## src/hw/rtl/er_pkg.sv

```systemverilog
`timescale 1ns / 1ps
// shared widths and codes for the ellipse rasterizer
// no dependencies

package er_pkg;

    localparam int COORD_BITS  = 12;
    localparam int RADIUS_BITS = 10;

    localparam int PIX_W  = COORD_BITS + 1;
    localparam int CURX_W = RADIUS_BITS + 1;
    localparam int CURY_W = RADIUS_BITS + 2;
    localparam int SQ_W   = 2 * RADIUS_BITS;
    localparam int GRAD_W = 3 * RADIUS_BITS + 6;
    localparam int DEC_W  = 4 * RADIUS_BITS + 8;
    localparam int MOP_W  = 2 * RADIUS_BITS + 5;
    localparam int PROD_W = 2 * MOP_W;
    localparam int SUM_W  = COORD_BITS + CURY_W + 1;

    localparam int S_TDATA_W = ((2 * COORD_BITS + 2 * RADIUS_BITS + 7) / 8) * 8;
    localparam int M_TDATA_W = ((2 * PIX_W + 7) / 8) * 8;

    localparam logic MODE_START = 1'b0;
    localparam logic MODE_STEP  = 1'b1;

endpackage

```

## src/hw/rtl/er_mul.sv

```systemverilog
`timescale 1ns / 1ps
// shared signed multiplier with registered product
// depends on er_pkg

module er_mul
    import er_pkg::*;
(
    input  logic                     aclk,
    input  logic signed [MOP_W-1:0]  op_a,
    input  logic signed [MOP_W-1:0]  op_b,
    output logic signed [PROD_W-1:0] prod
);

    logic signed [PROD_W-1:0] prod_reg;
    logic signed [PROD_W-1:0] prod_next;

    assign prod_next = op_a * op_b;

    always_ff @(posedge aclk) begin
        prod_reg <= prod_next;
    end

    assign prod = prod_reg;

endmodule

```

## src/hw/rtl/ellipse_rasterizer.sv

```systemverilog
`timescale 1ns / 1ps
// midpoint ellipse rasterizer top level: sequencer, walk state and output register
// depends on er_pkg and er_mul
// start beat: three passes through the multiplier (ST_SQA, ST_SQB, ST_GY), then ST_INIT
// step beat: four pixel beats from ST_EMIT0 to ST_EMIT3, ready again after ST_EMIT3;
// the switch into region 2 first runs ST_T to ST_AB through the multiplier, then ST_DEC;
// a step while idle is dropped; the pixel output register sets the pace
// reset clears the sequencer, the region and the output valid; the walk registers load on start

module ellipse_rasterizer
    import er_pkg::*;
(
    input  logic                 aclk,
    input  logic                 aresetn,
    input  logic                 s_tvalid,
    output logic                 s_tready,
    input  logic [S_TDATA_W-1:0] s_tdata,  // center_x, center_y, radius_x, radius_y, zero pad
    input  logic [0:0]           s_tuser,  // mode
    output logic                 m_tvalid,
    input  logic                 m_tready,
    output logic [M_TDATA_W-1:0] m_tdata,  // pixel_x, pixel_y, zero pad
    output logic                 m_tlast,
    output logic [0:0]           m_tuser   // done_res
);

    typedef enum logic [3:0] {
        ST_IDLE, ST_SQA, ST_SQB, ST_GY, ST_INIT,
        ST_T, ST_TT, ST_Y, ST_YY, ST_AB, ST_DEC,
        ST_EMIT0, ST_EMIT1, ST_EMIT2, ST_EMIT3
    } state_t;

    typedef enum logic [1:0] {
        RG_IDLE, RG_ONE, RG_TWO
    } region_t;

    state_t  state_reg, state_next;
    region_t region_reg, region_next;

    logic                        m_tvalid_reg, m_tvalid_next;
    logic [M_TDATA_W-1:0]        m_tdata_reg, m_tdata_next;
    logic                        m_tlast_reg, m_tlast_next;
    logic                        m_tuser_reg, m_tuser_next;

    logic signed [COORD_BITS-1:0] cx_reg, cx_next;
    logic signed [COORD_BITS-1:0] cy_reg, cy_next;
    logic [RADIUS_BITS-1:0]       rad_a_reg, rad_a_next;
    logic [RADIUS_BITS-1:0]       rad_b_reg, rad_b_next;
    logic [SQ_W-1:0]              rx_sq_reg, rx_sq_next;
    logic [SQ_W-1:0]              ry_sq_reg, ry_sq_next;
    logic [CURX_W-1:0]            cur_x_reg, cur_x_next;
    logic signed [CURY_W-1:0]     cur_y_reg, cur_y_next;
    logic [CURX_W-1:0]            px_reg, px_next;
    logic signed [CURY_W-1:0]     py_reg, py_next;
    logic signed [GRAD_W-1:0]     grad_x_reg, grad_x_next;
    logic signed [GRAD_W-1:0]     grad_y_reg, grad_y_next;
    logic signed [GRAD_W-1:0]     tmp_reg, tmp_next;
    logic signed [DEC_W-1:0]      decision_reg, decision_next;
    logic signed [DEC_W-1:0]      acc_reg, acc_next;
    logic                         use_gx_reg, use_gx_next;
    logic                         use_gy_reg, use_gy_next;
    logic                         fin_reg, fin_next;

    logic signed [MOP_W-1:0]  mul_a, mul_b;
    logic signed [PROD_W-1:0] prod;

    logic                     out_free;
    logic                     out_load;
    logic                     out_last;
    logic                     out_done;
    logic [PIX_W-1:0]         beat_x, beat_y;

    logic signed [GRAD_W-1:0] two_rx, two_ry, rx_g, ry_g;
    logic signed [MOP_W-1:0]  op_rad_a, op_rad_b, op_rx, op_ry, op_t, op_ym1, op_prod;
    logic signed [CURY_W:0]   ym1;
    logic signed [DEC_W-1:0]  prod_dec, prod_dec4, tmp_dec4;
    logic signed [SUM_W-1:0]  cx_s, cy_s, px_s, py_s;
    logic signed [SUM_W-1:0]  sum_x, dif_x, sum_y, dif_y;

    er_mul u_mul (
        .aclk (aclk),
        .op_a (mul_a),
        .op_b (mul_b),
        .prod (prod)
    );

    assign two_rx = {{(GRAD_W-SQ_W-1){1'b0}}, rx_sq_reg, 1'b0};
    assign two_ry = {{(GRAD_W-SQ_W-1){1'b0}}, ry_sq_reg, 1'b0};
    assign rx_g   = {{(GRAD_W-SQ_W){1'b0}}, rx_sq_reg};
    assign ry_g   = {{(GRAD_W-SQ_W){1'b0}}, ry_sq_reg};

    assign ym1      = {cur_y_reg[CURY_W-1], cur_y_reg} - (CURY_W+1)'(1);
    assign op_rad_a = {{(MOP_W-RADIUS_BITS){1'b0}}, rad_a_reg};
    assign op_rad_b = {{(MOP_W-RADIUS_BITS){1'b0}}, rad_b_reg};
    assign op_rx    = {{(MOP_W-SQ_W){1'b0}}, rx_sq_reg};
    assign op_ry    = {{(MOP_W-SQ_W){1'b0}}, ry_sq_reg};
    assign op_t     = {{(MOP_W-CURX_W-1){1'b0}}, cur_x_reg, 1'b1};
    assign op_ym1   = {{(MOP_W-CURY_W-1){ym1[CURY_W]}}, ym1};
    assign op_prod  = prod[MOP_W-1:0];

    assign prod_dec  = prod[DEC_W-1:0];
    assign prod_dec4 = {prod[DEC_W-3:0], 2'b00};
    assign tmp_dec4  = {{(DEC_W-GRAD_W-2){tmp_reg[GRAD_W-1]}}, tmp_reg, 2'b00};

    // pixel coordinates, wrapped to the pixel width
    assign cx_s  = {{(SUM_W-COORD_BITS){cx_reg[COORD_BITS-1]}}, cx_reg};
    assign cy_s  = {{(SUM_W-COORD_BITS){cy_reg[COORD_BITS-1]}}, cy_reg};
    assign px_s  = {{(SUM_W-CURX_W){1'b0}}, px_reg};
    assign py_s  = {{(SUM_W-CURY_W){py_reg[CURY_W-1]}}, py_reg};
    assign sum_x = cx_s + px_s;
    assign dif_x = cx_s - px_s;
    assign sum_y = cy_s + py_s;
    assign dif_y = cy_s - py_s;

    always_comb begin
        beat_x = dif_x[PIX_W-1:0];
        beat_y = dif_y[PIX_W-1:0];
        if (state_reg == ST_EMIT0 || state_reg == ST_EMIT1) begin
            beat_x = sum_x[PIX_W-1:0];
        end
        if (state_reg == ST_EMIT0 || state_reg == ST_EMIT2) begin
            beat_y = sum_y[PIX_W-1:0];
        end
    end

    assign out_free = !m_tvalid_reg || m_tready;
    assign s_tready = (state_reg == ST_IDLE);

    always_comb begin
        state_next    = state_reg;
        region_next   = region_reg;
        cx_next       = cx_reg;
        cy_next       = cy_reg;
        rad_a_next    = rad_a_reg;
        rad_b_next    = rad_b_reg;
        rx_sq_next    = rx_sq_reg;
        ry_sq_next    = ry_sq_reg;
        cur_x_next    = cur_x_reg;
        cur_y_next    = cur_y_reg;
        px_next       = px_reg;
        py_next       = py_reg;
        grad_x_next   = grad_x_reg;
        grad_y_next   = grad_y_reg;
        tmp_next      = tmp_reg;
        decision_next = decision_reg;
        acc_next      = acc_reg;
        use_gx_next   = use_gx_reg;
        use_gy_next   = use_gy_reg;
        fin_next      = fin_reg;
        mul_a         = '0;
        mul_b         = '0;
        out_load      = 1'b0;
        out_last      = 1'b0;
        out_done      = 1'b0;

        unique case (state_reg)
            ST_IDLE: begin
                if (s_tvalid) begin
                    if (s_tuser[0] == MODE_START) begin
                        cx_next     = s_tdata[COORD_BITS-1:0];
                        cy_next     = s_tdata[2*COORD_BITS-1:COORD_BITS];
                        rad_a_next  = s_tdata[2*COORD_BITS +: RADIUS_BITS];
                        rad_b_next  = s_tdata[2*COORD_BITS+RADIUS_BITS +: RADIUS_BITS];
                        cur_x_next  = '0;
                        cur_y_next  = {{(CURY_W-RADIUS_BITS){1'b0}},
                                       s_tdata[2*COORD_BITS+RADIUS_BITS +: RADIUS_BITS]};
                        grad_x_next = '0;
                        state_next  = ST_SQA;
                    end else if (region_reg != RG_IDLE) begin
                        px_next = cur_x_reg;
                        py_next = cur_y_reg;
                        if (region_reg == RG_ONE && grad_x_reg >= grad_y_reg) begin
                            state_next = ST_T;
                        end else begin
                            state_next = ST_EMIT0;
                        end
                    end
                end
            end
            ST_SQA: begin
                mul_a      = op_rad_a;
                mul_b      = op_rad_a;
                state_next = ST_SQB;
            end
            ST_SQB: begin
                rx_sq_next = prod[SQ_W-1:0];
                mul_a      = op_rad_b;
                mul_b      = op_rad_b;
                state_next = ST_GY;
            end
            ST_GY: begin
                ry_sq_next = prod[SQ_W-1:0];
                mul_a      = op_rx;
                mul_b      = op_rad_b;
                state_next = ST_INIT;
            end
            ST_INIT: begin
                grad_y_next   = {prod[GRAD_W-2:0], 1'b0};
                decision_next = {{(DEC_W-SQ_W-2){1'b0}}, ry_sq_reg, 2'b00} - prod_dec4
                              + {{(DEC_W-SQ_W){1'b0}}, rx_sq_reg};
                region_next   = RG_ONE;
                state_next    = ST_IDLE;
            end
            // region 2 entry: b^2 (2x+1)^2 + 4 a^2 (y-1)^2 - 4 a^2 b^2
            ST_T: begin
                mul_a      = op_t;
                mul_b      = op_t;
                state_next = ST_TT;
            end
            ST_TT: begin
                mul_a      = op_ry;
                mul_b      = op_prod;
                state_next = ST_Y;
            end
            ST_Y: begin
                acc_next   = prod_dec;
                mul_a      = op_ym1;
                mul_b      = op_ym1;
                state_next = ST_YY;
            end
            ST_YY: begin
                mul_a      = op_rx;
                mul_b      = op_prod;
                state_next = ST_AB;
            end
            ST_AB: begin
                acc_next   = acc_reg + prod_dec4;
                mul_a      = op_rx;
                mul_b      = op_ry;
                state_next = ST_DEC;
            end
            ST_DEC: begin
                decision_next = acc_reg - prod_dec4;
                region_next   = RG_TWO;
                state_next    = ST_EMIT0;
            end
            // walk update spread over the four pixel beats
            ST_EMIT0: begin
                if (out_free) begin
                    out_load = 1'b1;
                    if (region_reg == RG_ONE) begin
                        cur_x_next  = cur_x_reg + CURX_W'(1);
                        grad_x_next = grad_x_reg + two_ry;
                        use_gx_next = 1'b1;
                        use_gy_next = !decision_reg[DEC_W-1];
                        fin_next    = 1'b0;
                        if (!decision_reg[DEC_W-1]) begin
                            cur_y_next  = cur_y_reg - CURY_W'(1);
                            grad_y_next = grad_y_reg - two_rx;
                        end
                    end else begin
                        cur_y_next  = cur_y_reg - CURY_W'(1);
                        grad_y_next = grad_y_reg - two_rx;
                        use_gy_next = 1'b1;
                        use_gx_next = !(decision_reg > 0);
                        fin_next    = (cur_y_reg == '0);
                        if (!(decision_reg > 0)) begin
                            cur_x_next  = cur_x_reg + CURX_W'(1);
                            grad_x_next = grad_x_reg + two_ry;
                        end
                    end
                    state_next = ST_EMIT1;
                end
            end
            ST_EMIT1: begin
                if (out_free) begin
                    out_load   = 1'b1;
                    tmp_next   = (use_gx_reg ? grad_x_reg : '0)
                               - (use_gy_reg ? grad_y_reg : '0)
                               + ((region_reg == RG_ONE) ? ry_g : rx_g);
                    state_next = ST_EMIT2;
                end
            end
            ST_EMIT2: begin
                if (out_free) begin
                    out_load      = 1'b1;
                    decision_next = decision_reg + tmp_dec4;
                    state_next    = ST_EMIT3;
                end
            end
            ST_EMIT3: begin
                if (out_free) begin
                    out_load = 1'b1;
                    out_last = 1'b1;
                    out_done = fin_reg;
                    if (fin_reg) begin
                        region_next = RG_IDLE;
                    end
                    state_next = ST_IDLE;
                end
            end
            default: begin
                state_next = ST_IDLE;
            end
        endcase
    end

    always_comb begin
        m_tvalid_next = m_tvalid_reg && !m_tready;
        m_tdata_next  = m_tdata_reg;
        m_tlast_next  = m_tlast_reg;
        m_tuser_next  = m_tuser_reg;
        if (out_load) begin
            m_tvalid_next = 1'b1;
            m_tdata_next  = {{(M_TDATA_W-2*PIX_W){1'b0}}, beat_y, beat_x};
            m_tlast_next  = out_last;
            m_tuser_next  = out_done;
        end
    end

    always_ff @(posedge aclk) begin
        cx_reg       <= cx_next;
        cy_reg       <= cy_next;
        rad_a_reg    <= rad_a_next;
        rad_b_reg    <= rad_b_next;
        rx_sq_reg    <= rx_sq_next;
        ry_sq_reg    <= ry_sq_next;
        cur_x_reg    <= cur_x_next;
        cur_y_reg    <= cur_y_next;
        px_reg       <= px_next;
        py_reg       <= py_next;
        grad_x_reg   <= grad_x_next;
        grad_y_reg   <= grad_y_next;
        tmp_reg      <= tmp_next;
        decision_reg <= decision_next;
        acc_reg      <= acc_next;
        use_gx_reg   <= use_gx_next;
        use_gy_reg   <= use_gy_next;
        fin_reg      <= fin_next;
        m_tdata_reg  <= m_tdata_next;
        m_tlast_reg  <= m_tlast_next;
        m_tuser_reg  <= m_tuser_next;
        if (!aresetn) begin
            state_reg    <= ST_IDLE;
            region_reg   <= RG_IDLE;
            m_tvalid_reg <= 1'b0;
        end else begin
            state_reg    <= state_next;
            region_reg   <= region_next;
            m_tvalid_reg <= m_tvalid_next;
        end
    end

    assign m_tvalid   = m_tvalid_reg;
    assign m_tdata    = m_tdata_reg;
    assign m_tlast    = m_tlast_reg;
    assign m_tuser[0] = m_tuser_reg;

endmodule

```

## config.mk

```make
export PLATFORM = sky130hd
export DESIGN_NAME = ellipse_rasterizer
export DESIGN_NICKNAME = d
export VERILOG_FILES = /design/src/hw/rtl/er_pkg.sv /design/src/hw/rtl/er_mul.sv /design/src/hw/rtl/ellipse_rasterizer.sv
export SDC_FILE = /design/constraint.sdc
export NUM_CORES = 2
export LEC_CHECK = 0
export ABC_AREA = 0
export CAP_MARGIN = 20
export CORE_AREA = 10 10 324 326
export CTS_BUF_LIST = sky130_fd_sc_hd__clkbuf_4 sky130_fd_sc_hd__clkbuf_8 sky130_fd_sc_hd__clkbuf_16
export CTS_CLUSTER_SIZE = 10
export DETAILED_ROUTE_END_ITERATION = 12
export DIE_AREA = 0 0 334 336
export DONT_BUFFER_PORTS = 1
export PLACE_DENSITY = 0.81
export SETUP_SLACK_MARGIN = 0.3
export SYNTH_ARGS = -nofsm -noshare
export SYNTH_HDL_FRONTEND = slang
export SYNTH_SLANG_ARGS = --single-unit
```

## constraint.sdc

```tcl
create_clock -name aclk -period 9.39 [get_ports aclk]
set_clock_uncertainty 0.1 [all_clocks]
set_input_delay 0.939 -clock aclk [delete_from_list [all_inputs] [get_ports aclk]]
set_output_delay 0.939 -clock aclk [all_outputs]
set_load 0.05 [all_outputs]
```

### Yosys cells after proc, flatten, opt, wreduce, memory -nomap -nowiden

Cells that the tools add are included.
W data, S select, Z words.

* order comparisons: 2
* bitwise operators: 1
* add/subtract/negate cells: 16
* reduce and logical (&&, ||, !) cells: 32
* muxes and demuxes: 47
* $mul: 1
* eq/ne operators: 25

Operators by type and width (number)
* $mux W36: 10
* $pmux W25 S6: 2
* $pmux W36 S2: 2
* $pmux W48 S3: 1
* $pmux W48 S2: 1
* $mux W12: 5
* $pmux W4 S14: 1
* $mux W11: 5
* $add A48 B20 Y48: 1
* $add A48 B38 Y48: 1
* $add A48 B48 Y48: 1
* $gt A48 B1 Y1 const B: 1
* $mul A25 B25 Y48: 1
* $mux W48: 1
* $sub A22 B48 Y48: 1
* $sub A48 B48 Y48: 1
* $add A36 B20 Y36: 1
* $add A36 B22 Y36: 1
* $ge A36 B36 Y1: 1
* $sub A36 B22 Y36: 1
* $sub A36 B36 Y36: 1
* $mux W4: 8
* $eq A4 B4 Y1 const B: 7
* $add A12 B12 Y13: 2
* other kinds (34): 67

* output and inout port bits: 36
* input bits: 53
* word-level logic and storage cells: 149
* register bits after elaboration: 420

### Longest topological paths before layout

* word-level depth: 7
* gate-level depth with buffers: 36
* mapped depth without buffers: 35

### Cells and area by module

From an unflattened synthesis, not the netlist that was laid out.

* cell total of the unflattened synthesis: 5999
* area, all modules: 55475.7 um2

By module, submodules not included
* ellipse_rasterizer: instances 1, cells an instance 3487, sequential area each 11040.6 um2, area each 31706.7 um2
* er_mul: instances 1, cells an instance 2512, sequential area each 1001.0 um2, area each 23769.0 um2

### Worst setup path after synthesis

No wires, ideal clock.

* path kind: register -> register
* start: register cur_y_reg[2]
* end: register u_mul.prod_reg[46] (netlist: u_mul.prod[46])
* buffers on the path: 2
* library setup time: 0.072 ns
* data arrival time: 9.069 ns
* clock period less this slack: 9.241 ns
* slack: 0.149 ns
* required time: 9.218 ns
* stages on the path, launching flop included: 34
* path through: edfxtp_1 or4_1 nor3_1 nand2_1 nor4_2 o21ai_1 inv_1 clkbuf_1 buf_2 nand2_1 inv_1 fa_1 fa_1 inv_1 fa_1 inv_1 fa_1 fa_1 fa_1 inv_1 fa_1 inv_1 ha_1 a21o_1 a21o_1 a21o_1 a221o_1 a21oi_1 o31ai_1 a211oi_1 nor2_1 a21o_1 a221oi_1 xnor2_1

* word-level cells in the longest chain between the ends: 3
* elaborated cells on any way between the ends: 4
* those cells by class: 1 x add/sub; 1 x mul; 2 x mux

RTL lines
* start, declared: line ellipse_rasterizer.sv:51 `logic signed [CURY_W-1:0] cur_y_reg, cur_y_next;`
* start signal, assigned: line ellipse_rasterizer.sv:318 `cur_y_reg <= cur_y_next;`
* $sub A12 B2 Y13 (*): line ellipse_rasterizer.sv:91 `assign ym1 = {cur_y_reg[CURY_W-1], cur_y_reg} - (CURY_W+1)'(1);`
* $pmux W25 S6: line ellipse_rasterizer.sv:155 `unique case (state_reg)`
* $mul A25 B25 Y48 (*): line er_mul.sv:17 `assign prod_next = op_a * op_b;`
* named net u_mul.prod_next[46]: line er_mul.sv:15 `logic signed [PROD_W-1:0] prod_next;`
* end signal, assigned: line er_mul.sv:20 `prod_reg <= prod_next;`
* end, declared: line er_mul.sv:14 `logic signed [PROD_W-1:0] prod_reg;`

The timed path passes the listed nets; every way through them passes the cells marked *.
A chain may end at the register's enable or synchronous reset.

### Worst setup path after layout

* start: register cur_y_reg[4]
* end: register u_mul.prod_reg[46] (netlist: u_mul.prod[46])

Same word-level chain as after synthesis.

==> reports/results.txt <==
Status - completed
DP HPWL - 123,000 microns
IO Port Bufs - 0
Post-Syn Instances - 5,659
Max-Slew Margin vs Limit - 21.0%
GP Congestion - 1.02
Tot GR Track Use - 26.9%
Top_reg_cell synth - edfxtp_1
Post-synth cell types - 90
Clock power share - 12.5%
RSZ-0062 raised after global routing - true
Fin. Hold Viols - 0
Bufs on Longest Clock Path - 3
Critical path peak fanout - 7
Crit-path max cell delay - 630 ps
Sequential share of power - 19.7%
# fillers - 8,143
Hold Path Depth - 0
Ys async rst share - 0%
Area of the core - 98,100 sq um
Vias in the first global route - 43,300
FF+latch count, synth - 418
Initial Util - 52.8%
Fin crit share - 96.2%
Post-Route WL - 155,000 microns
Post-synthesis sequential area ratio - 23.2%
Reg2reg start - cur_y_reg[4]
Largest net degree at the start of global routing - 80
Drt first pass iters - 9
R2R setup slack - 350 ps
Critical path launch point - cur_y_reg[4]
Max Fclk - 0.111 GHz
Via count - 43,000
Layout cells sized above 1 - 9.85%
CP dominant cell by count - fa_1
Met3 wire len - 18,100 microns
PwrDens - 274 nW/um^2
Slowest-stage cell, CP - fa_1
CTS tree - built
Post-DRT Antenna Nets - 0
CTS Buf Count - 50
Crit path capture type - flop
Area fraction of the dominant cell type after synthesis - 24.1%
Final nets - 6,933
First-pass GRT wire length - 239,000 microns
Mean area per synthesized cell - 9.16 sq um
# setup viols final - 0
Worst setup SP type - flop
Setup TNS - 0 ps
Most common cell in the netlist - inv_1
Sw Ratio - 49.0%
Worst hold path type - in -> reg
Clock Latency Late Sink - 640 ps
I/O pin cnt - 89
Internal power - 8.07 mW
Crit Path Class - reg -> reg
Ys Warns - 0
Total grt overflow - 0
Clock tree root driver cell - clkbuf_16
Mapped Area - 51,800 sq um
Vias per Instance - 6.03
Worst path required time - 9780 ps
Met2 Routed Length - 69,000 microns
WL/cell - 21.7 microns
Highest routed layer - met4
Peak VDD IR - 0.000246 V
Register clock-pin slew on the reported worst setup and hold paths - 60 ps
Initial antenna violation count - 1
Top cells by area, synth - fa_1, edfxtp_1, ha_1
DIE HEIGHT - 336 microns
Max Slew Vio Count - 0
Reg2Reg Depth - 35
Max-cap viol count - 0
Hold Crit Start - s_tdata[12]
M1 WL - 61,000 microns
CTS H-tree depth - 2
# DRC - 0
Die X - 334 microns
CTS Sinks - 418
Combinational power share - 67.8%
FP Rows - 115
Full die area - 112,000 sq um
Pleak - 26.4 nW
Critical path arrival - 9430 ps
Post-synth top cells - inv_1, fa_1, nand2_1, nor2_1, ha_1
Sw Pwr - 7.75 mW
Hold Worst Slack - 299 ps
DR iter-0 viols - 4,859
Post-route minimum period - 9040 ps
Yosys top cell by area - fa_1
Least-Margin Pin Slew - 1170 ps
Area growth syn-to-layout - 11.4%
Post-synth EDFFs - 363
-- stage by stage --
stage	cell area [sq um]	utilization (%)	total power [mW]	setup slack [ps]	cells
2_1_floorplan	51800	-	9.78	330	5664
3_3_place_gp	54600	55.6	12.8	105	6972
3_5_place_dp	54600	55.6	13.0	36.3	6972
4_1_cts	56400	57.5	15.1	283	7070
5_1_grt	57700	58.8	16.9	81.3	7137
6_report	57700	58.8	15.8	354	7140
-- power groups by stage --
stage | clock, mW | sequential [mW] | combinational [mW]
after floorplan | 0 | 2.91 | 6.87
after global placement | 0 | 3.11 | 9.64
after detailed placement | 0 | 3.12 | 9.91
after CTS | 1.99 | 3.08 | 10.0
after global routing | 2.07 | 3.13 | 11.7
final | 1.97 | 3.11 | 10.7
-- final cells by class --
class | count | area [sq um] | area share, %
clock inverter | 7 | 124 | 0.215
inverter | 854 | 3210 | 5.56
tap | 1287 | 1610 | 2.79
antenna | 4 | 10.0 | 0.0173
multi-input combinational | 4177 | 36500 | 63.2
clock buffer | 83 | 1550 | 2.69
sequential | 418 | 12000 | 20.8
timing repair buffer | 310 | 2750 | 4.76
-- metal layers --
| layer | vias to the layer above | global-route usage [%] |
|---|---|---|
| met1 | 20900 | 36.1 |
| met5 | - | 0 |
| met4 | 0 | 10.7 |
| li1 | 19200 | - |
| met3 | 436 | 5.52 |
| met2 | 2419 | 42.5 |
-- cell usage in the layout, fill, tap and decap left out, types with 14 or more instances in the layout --
cell | synthesis | final
o21a_1 | 35 | 35
nor3_1 | 64 | 57
xnor2_1 | 259 | 257
and3_1 | 32 | 28
a31oi_1 | 25 | 24
buf_6 | 0 | 22
o31ai_1 | 28 | 26
a21oi_1 | 329 | 319
nor2b_1 | 41 | 40
ha_1 | 446 | 433
nand2_1 | 615 | 604
a221o_1 | 26 | 25
o211ai_1 | 14 | 14
a221oi_1 | 26 | 17
o22ai_1 | 14 | 14
fa_1 | 623 | 607
nand3_1 | 80 | 75
fa_2 | 0 | 16
nand4_1 | 57 | 57
clkbuf_16 | 0 | 56
nor4_1 | 36 | 34
a21o_1 | 113 | 113
o21ai_1 | 28 | 29
o21bai_1 | 69 | 68
a211oi_1 | 29 | 26
edfxtp_1 | 363 | 363
buf_12 | 0 | 16
nor2_1 | 509 | 493
clkbuf_4 | 0 | 28
inv_1 | 846 | 829
a22oi_1 | 31 | 31
nand2b_1 | 26 | 26
or3_1 | 20 | 20
buf_4 | 7 | 262
xor2_1 | 100 | 100
o21ai_0 | 231 | 228
and2_1 | 58 | 57
inv_2 | 6 | 22
dfxtp_1 | 55 | 54
-- worst max-delay path: cells and delay by family, from the launching register on --
family / cells / cell delay, ps
compound gates: 11 / 2120
xor+xnor: 2 / 280
fa+ha+maj: 8 / 3810
buf+inv: 8 / 850
flops: 1 / 380
simple gates: 6 / 1360
-- logic make-up (layout without fill, tap and decap cells) --
| family | Yosys count | in the layout | share of synthesized area (%) |
|---|---|---|---|
| fa+ha+maj | 1069 | 1069 | 34.8 |
| simple gates | 1590 | 1590 | 13.6 |
| buf+inv | 1069 | 1254 | 7.81 |
| other cells | 1 | 10 | 0.00724 |
| xor+xnor | 359 | 359 | 6.07 |
| flops | 418 | 418 | 23.2 |
| compound gates | 1138 | 1138 | 14.2 |
| mux | 15 | 15 | 0.297 |
-- final timing paths --
kind / end
setup / recovery: u_mul.prod[46]
hold / removal: cy_reg[0]
setup reg to reg: u_mul.prod[46]
hold reg to reg: px_reg[10]
-- timing repair --
action / in CTS / in global routing
cloned: 0 / 3
pin swaps: 4 / 92
setup endpoints to repair: 11 / 15
buffers inserted: 8 / 59
hold buffers: 0 / 0
gates resized for setup: 22 / 156
No activity file was read; power rests on OpenSTA's default activity.
